===== src/targa_rle_packet_encoder_defines.svh =====
// Assertion macros shared by the TGA run-length packet encoder RTL.
`ifndef TARGA_RLE_PACKET_ENCODER_DEFINES_SVH
`define TARGA_RLE_PACKET_ENCODER_DEFINES_SVH

// Same-cycle implication, clocked on clk_i, quiet while rst_ni is low.
`define TRLE_ASSERT_IMP(name, ante, cons, msg) \
  name: assert property (@(posedge clk_i) disable iff (!rst_ni) (ante) |-> (cons)) \
    else $error(msg);

// Next-cycle implication, clocked on clk_i, quiet while rst_ni is low.
`define TRLE_ASSERT_NXT(name, ante, cons, msg) \
  name: assert property (@(posedge clk_i) disable iff (!rst_ni) (ante) |=> (cons)) \
    else $error(msg);

`endif


===== src/trle_pkg.sv =====
// Shared constants, types and helper functions of the TGA run-length packet encoder.
`default_nettype none

package trle_pkg;

  localparam int unsigned MAX_PACKET_PIXELS   = 128;
  localparam int unsigned MAX_BYTES_PER_PIXEL = 4;

  localparam int unsigned PX_W        = 32;
  localparam int unsigned BPP_W       = 3;
  localparam int unsigned HDR_W       = 8;
  localparam int unsigned NPIX_W      = 3;
  localparam int unsigned PX_PER_ITEM = 4;
  localparam int unsigned LANE_W      = 2;
  localparam int unsigned CNT_W       = $clog2(MAX_PACKET_PIXELS + 1);
  localparam int unsigned ROWS        = (MAX_PACKET_PIXELS + PX_PER_ITEM - 1) / PX_PER_ITEM;
  localparam int unsigned ROW_W       = (ROWS > 1) ? $clog2(ROWS) : 1;

  typedef logic [PX_W-1:0]   px_t;
  typedef logic [CNT_W-1:0]  cnt_t;
  typedef logic [ROW_W-1:0]  row_t;
  typedef logic [LANE_W-1:0] lane_t;

  localparam logic [BPP_W-1:0] BPP_RESET       = 3'd4;
  localparam logic [HDR_W-1:0] REPEAT_FLAG     = 8'h80;
  localparam cnt_t             RUN_START_COUNT = cnt_t'(2);
  // A fresh run already fills a packet when packets hold only two pixels.
  localparam logic             RUN_START_FULL  = (MAX_PACKET_PIXELS <= 2);

  typedef enum logic [1:0] {
    MODE_IDLE,
    MODE_PEND,
    MODE_RUN
  } mode_e;

  typedef enum logic [2:0] {
    ST_IDLE,
    ST_REP,
    ST_WR_X,
    ST_FL_START,
    ST_FL_LD
  } state_e;

  // Controller to datapath.
  typedef struct packed {
    logic take_px;     // latch incoming pixel as lookahead
    logic run_start;   // open repeat run from lookahead pixel
    logic run_inc;     // extend repeat run
    logic raw_wr;      // append lookahead pixel to raw buffer
    logic rd_first;    // read first buffer row
    logic rd_next;     // read following buffer row
    logic load_raw;    // load raw packet beat into output register
    logic load_rep;    // load repeat packet beat into output register
    logic final_item;  // beat closes the burst of this pixel
  } cmd_t;

  // Datapath to controller.
  typedef struct packed {
    logic eq_pend;
    logic eq_rep;
    logic raw_empty;
    logic raw_almost_full;
    logic raw_full;
    logic run_almost_max;
    logic grp_last;
    logic out_free;
  } sts_t;

  // Byte mask of the active pixel bytes; out-of-range counts are clamped.
  function automatic px_t active_mask(input logic [BPP_W-1:0] bpp);
    int unsigned eff;
    px_t         m;
    eff = 32'(bpp);
    if (eff == 0) begin
      eff = 1;
    end
    if (eff > MAX_BYTES_PER_PIXEL) begin
      eff = MAX_BYTES_PER_PIXEL;
    end
    for (int i = 0; i < PX_W / 8; i++) begin
      m[i*8 +: 8] = (32'(i) < eff) ? 8'hFF : 8'h00;
    end
    return m;
  endfunction

  // Pixel count minus one, as the seven low header bits.
  function automatic logic [HDR_W-2:0] hdr_count(input cnt_t cnt);
    cnt_t d;
    d = cnt - cnt_t'(1);
    return (HDR_W-1)'(d);
  endfunction

endpackage

`default_nettype wire


===== src/trle_ctrl.sv =====
// Controller: packet mode and the sequencer that orders writes, flushes and repeat beats.
`default_nettype none

module trle_ctrl (
  input  logic           clk_i,
  input  logic           rst_ni,
  input  logic           in_valid_i,
  input  logic           in_last_i,
  output logic           in_ready_o,
  input  trle_pkg::sts_t sts_i,
  output trle_pkg::cmd_t cmd_o
);

  trle_pkg::state_e state_q, state_d;
  trle_pkg::mode_e  mode_q, mode_d;
  logic             wr_x_q, wr_x_d;         // lookahead pixel still to append and flush
  logic             rep_last_q, rep_last_d; // repeat beat still to send
  logic             run_close;

  always_ff @(posedge clk_i or negedge rst_ni) begin
    if (!rst_ni) begin
      state_q    <= trle_pkg::ST_IDLE;
      mode_q     <= trle_pkg::MODE_IDLE;
      wr_x_q     <= 1'b0;
      rep_last_q <= 1'b0;
    end else begin
      state_q    <= state_d;
      mode_q     <= mode_d;
      wr_x_q     <= wr_x_d;
      rep_last_q <= rep_last_d;
    end
  end

  always_comb begin
    state_d    = state_q;
    mode_d     = mode_q;
    wr_x_d     = wr_x_q;
    rep_last_d = rep_last_q;
    cmd_o      = '0;
    in_ready_o = 1'b0;
    run_close  = 1'b0;
    case (state_q)
      trle_pkg::ST_IDLE: begin
        in_ready_o = 1'b1;
        if (in_valid_i) begin
          cmd_o.take_px = 1'b1;
          case (mode_q)
            trle_pkg::MODE_PEND: begin
              if (sts_i.eq_pend) begin
                // Open a run; pending raw pixels leave first.
                cmd_o.run_start = 1'b1;
                run_close       = in_last_i || trle_pkg::RUN_START_FULL;
                mode_d          = run_close ? trle_pkg::MODE_IDLE : trle_pkg::MODE_RUN;
                rep_last_d      = run_close;
                if (!sts_i.raw_empty) begin
                  state_d = trle_pkg::ST_FL_START;
                end else if (run_close) begin
                  state_d = trle_pkg::ST_REP;
                end
              end else begin
                cmd_o.raw_wr = 1'b1;
                mode_d       = in_last_i ? trle_pkg::MODE_IDLE : trle_pkg::MODE_PEND;
                wr_x_d       = in_last_i;
                if (sts_i.raw_almost_full) begin
                  state_d = trle_pkg::ST_FL_START;
                end else if (in_last_i) begin
                  state_d = trle_pkg::ST_WR_X;
                end
              end
            end
            trle_pkg::MODE_RUN: begin
              if (sts_i.eq_rep) begin
                cmd_o.run_inc = 1'b1;
                run_close     = in_last_i || sts_i.run_almost_max;
                mode_d        = run_close ? trle_pkg::MODE_IDLE : trle_pkg::MODE_RUN;
                rep_last_d    = run_close;
                if (run_close) begin
                  state_d = trle_pkg::ST_REP;
                end
              end else begin
                mode_d  = in_last_i ? trle_pkg::MODE_IDLE : trle_pkg::MODE_PEND;
                wr_x_d  = in_last_i;
                state_d = trle_pkg::ST_REP;
              end
            end
            default: begin
              mode_d = in_last_i ? trle_pkg::MODE_IDLE : trle_pkg::MODE_PEND;
              wr_x_d = in_last_i;
              if (in_last_i) begin
                state_d = trle_pkg::ST_WR_X;
              end
            end
          endcase
        end
      end
      trle_pkg::ST_REP: begin
        if (sts_i.out_free) begin
          cmd_o.load_rep   = 1'b1;
          cmd_o.final_item = !wr_x_q;
          rep_last_d       = 1'b0;
          state_d          = wr_x_q ? trle_pkg::ST_WR_X : trle_pkg::ST_IDLE;
        end
      end
      trle_pkg::ST_WR_X: begin
        cmd_o.raw_wr = 1'b1;
        wr_x_d       = 1'b0;
        state_d      = trle_pkg::ST_FL_START;
      end
      trle_pkg::ST_FL_START: begin
        cmd_o.rd_first = 1'b1;
        state_d        = trle_pkg::ST_FL_LD;
      end
      trle_pkg::ST_FL_LD: begin
        if (sts_i.out_free) begin
          cmd_o.load_raw = 1'b1;
          if (sts_i.grp_last) begin
            cmd_o.final_item = !wr_x_q && !rep_last_q;
            if (wr_x_q) begin
              state_d = trle_pkg::ST_WR_X;
            end else if (rep_last_q) begin
              state_d = trle_pkg::ST_REP;
            end else begin
              state_d = trle_pkg::ST_IDLE;
            end
          end else begin
            cmd_o.rd_next = 1'b1;
          end
        end
      end
      default: begin
        state_d = trle_pkg::ST_IDLE;
      end
    endcase
  end

endmodule

`default_nettype wire


===== config.mk =====
export PLATFORM = sky130hd
export DESIGN_NAME = trle_ctrl
export DESIGN_NICKNAME = d
export VERILOG_FILES = /design/src/targa_rle_packet_encoder_defines.svh /design/src/trle_pkg.sv /design/src/trle_ctrl.sv
export SDC_FILE = /design/constraint.sdc
export NUM_CORES = 1
export LEC_CHECK = 0
export ABC_AREA = 1
export BUFFER_PORTS_ARGS = -buffer_cell sky130_fd_sc_hd__buf_2
export CORE_AREA = 2 2 39 41
export DETAILED_ROUTE_END_ITERATION = 12
export DIE_AREA = 0 0 41 43
export PLACE_DENSITY = 0.78
export SLEW_MARGIN = 20
export SYNTH_ARGS = -nofsm -noshare
export SYNTH_HDL_FRONTEND = slang
export SYNTH_SLANG_ARGS = --single-unit

===== constraint.sdc =====
create_clock -name clk_i -period 2.3 [get_ports clk_i]
set_clock_uncertainty 0.05 [all_clocks]
set_input_delay 0.23 -clock clk_i [delete_from_list [all_inputs] [get_ports clk_i]]
set_output_delay 0.23 -clock clk_i [all_outputs]
set_load 0.01 [all_outputs]

==> key figures <==
Status
  • Status: complete, no violations

STA
  • Final period utilization: 0.783
  • Tmin final: 1800 ps
  • Fmax: approximately 560 MHz
  • Unrepaired setup endpoints after global routing: false
  • Slew @ Worst Pin: around 250 ps
  • Setup tns final: 0 ps
  • Slew HR: 0.829
  • Final Hold Vio Count: 0
  • Setup-failing EPs final: 0
  • Hold Slack: approximately 240 ps
  • Final Max Tran Viols: 0

Power and ir drop
  • Clock Power Share: 0.106
  • Leak: approximately 0.0005 µW
  • Max VDD drop: ~0.00059 V
  • Combinational share of power: 0.641
  • Reg power frac: 0.253
  • Internal power: 464 µW
  • Cell Pwr Density: ~1200 nW/µm²
  • Net Switching: roughly 500 µW
  • Sw frac: 0.520

CTS
  • Clock Path Buffers: 2
  • Post-CTS Setup Bufs: 0
  • Post-CTS sizing: 0
  • Clk root buf: clkbuf_4
  • Clock slew at reported path FFs: around 50 ps
  • Post-CTS Hold Buffers: 1
  • TritonCTS clock tree: built
  • Clk_lat worst skew: ~240 ps
  • Clock sinks: 7
  • Htree depth: 1
  • Inserted Clock Buffers: 3

Die
  • Top-Level Pins: 22
  • Die width: between 40 and 50 µm
  • Initial Utilization: 0.470
  • Core box area: around 1400 µm²
  • Floorplan row count: 14
  • Die height: 43 µm
  • Die Footprint: around 1800 µm²

Cells and area
  • Antenna cells: 0
  • Most frequent cells in the layout: 33 x nand2_1, 20 x buf_2, 18 x inv_1
  • Area grow syn2layout: 24.0%
  • Most common cell after layout, fill and taps aside: nand2_1
  • Layout cell share with drive strength beyond 1: 0.231
  • Final Non-Filler Cells: 150
  • Layout net count: roughly 150
  • Final design utilization: 0.583

Detailed routing
  • Routed vias: roughly 760
  • WL final: about 1600 µm
  • Drt first pass iters: 4
  • DRC: 0
  • Avg WL per Cell: between 10 and 15 µm
  • Via/cell ratio: around 5
  • Drt initial violations: 29
  • Remaining antenna violation count: 0

Critical path
  • Worst path cell trace: nor2_4 > nand2_1 > nor2_2 > nand3b_1 > a21oi_1 > buf_2
  • CP startpoint kind: flip-flop
  • CP Capture Type: primary output
  • Crit-path max cell delay: between 400 and 500 ps
  • Crit path max-delay family: simple AND/OR/NAND/NOR gates
  • Critical Path Fanout Max: 7
  • CP Data Required Time: about 2000 ps
  • Worst EP arrival: approximately 1500 ps
  • Worst path bufs/invs: 1
  • Worst path slowest cell: dfrtp_1
  • Crit Path Class: reg -> out

Synth
  • FF+latch count, synth: 7
  • Area leader, netlist: dfrtp_1
  • Cell area after synthesis: between 600 and 700 µm²
  • Share of the synthesized area in the top cell type: 0.269
  • Synthesized instance count: 109
  • Syn_nets: around 120
  • Top cells by area, synth: dfrtp_1 27%, nand2_1 19%, inv_1 10%
  • Distinct cell type count after synthesis: 17
  • Synthesized area per cell: 5.97 µm²
  • Ys Warns: 0
  • Sequential-to-total area share from yosys stat: 0.269

Worst hold path
  • HP Class: in -> reg

GRT
  • Overall Global Routing Usage: 0.210
  • Largest net degree at the start of global routing: 8
  • Vias in the first global route: about 640
  • Grt total ovfl: 0
  • Initial antenna violation count: 0
  • First-pass GRT wire length: ~2600 µm

Place
  • Buffers on Ports: 20
  • DP HPWL: 1350 µm
  • Placed cell count: between 100 and 150
  • GPL Wtd Cong: between 0.9 and 1

Flow run
  • Maxcap violations: 0
worst reg2reg max path, delay by kind of cell (launching register included):
family / cells / cell delay (ps)
DFF: 1 / 360
buffers and inverters: 2 / 210
and+or+nand+nor: 2 / 160
adders and majority gates: 1 / 320
AOI/OAI and AO/OA: 2 / 300
synthesized netlist by cell type:
master,number
nor3_1,1
nand3_1,11
dfrtp_1,7
ha_1,2
inv_2,3
nand2_1,33
nand3b_1,2
nor2_2,2
nor2_1,12
o21bai_1,1
o21ai_1,2
inv_1,18
nand4_1,3
o21ai_0,6
a21oi_1,3
nand2_4,1
nor2_4,2
sequential cells by signal, indices dropped and copies added, names as in the netlist:
signal      count
mode_q          2
wr_x_q          1
rep_last_q      1
state_q         3
routing by layer:
metal / GRT usage / wire, µm
met1: 0.302 / 694
met2: 0.316 / 786
met3: 0.0471 / 113
met4: 0.0400 / 0
met5: 0 / 0
logic make-up (layout without fill, tap and decap cells):
group / after synthesis / after routing / share of synthesized area
DFF: 7 / 7 / 0.269
AOI/OAI and AO/OA: 12 / 12 / 0.0962
and+or+nand+nor: 67 / 67 / 0.475
adders and majority gates: 2 / 2 / 0.0385
buffers and inverters: 21 / 46 / 0.121
worst paths after layout:
| kind | startpoint | end | slack (ps) | depth (start not counted) |
|---|---|---|---|---|
| hold reg to reg | rep_last_q | rep_last_q | 490 | 2 |
| max in group asynchronous | rst_ni | mode_q[1] | 1760 | 2 |
| setup / recovery | state_q[0] | cmd_o[0] | 500 | 6 |
| hold / removal | in_last_i | wr_x_q | 240 | 3 |
| setup reg to reg | mode_q[0] | state_q[1] | 830 | 7 |
| min in group asynchronous | rst_ni | state_q[2] | 300 | 2 |
per-stage QoR:
| stage | instance area (µm²) | setup WS, ps | total power, µW |
|---|---|---|---|
| final | 807 | 499 | 968 |
| after detailed placement | 771 | 754 | 862 |
| after global routing | 807 | 326 | 1080 |
| after floorplan | 651 | 826 | 689 |
| after CTS | 807 | 486 | 973 |
| after global placement | 771 | 798 | 850 |
power by group through the flow:
stage / Clock, µW / Combinational [µW] / Sequential, µW
2_1_floorplan: 0 / 462 / 228
3_3_place_gp: 0 / 606 / 244
3_5_place_dp: 0 / 615 / 247
4_1_cts: 109 / 620 / 245
5_1_grt: 120 / 710 / 251
6_report: 103 / 621 / 245
cell type report:
cell class / count / area (µm²)
clock buffer: 4 / 26.3
inverter: 21 / 78.8
multi-input combinational: 81 / 397
sequential: 7 / 175
fill: 155 / 577
tap: 16 / 20.0
timing repair buffer: 21 / 110
Power figures use the tool's default switching activity.
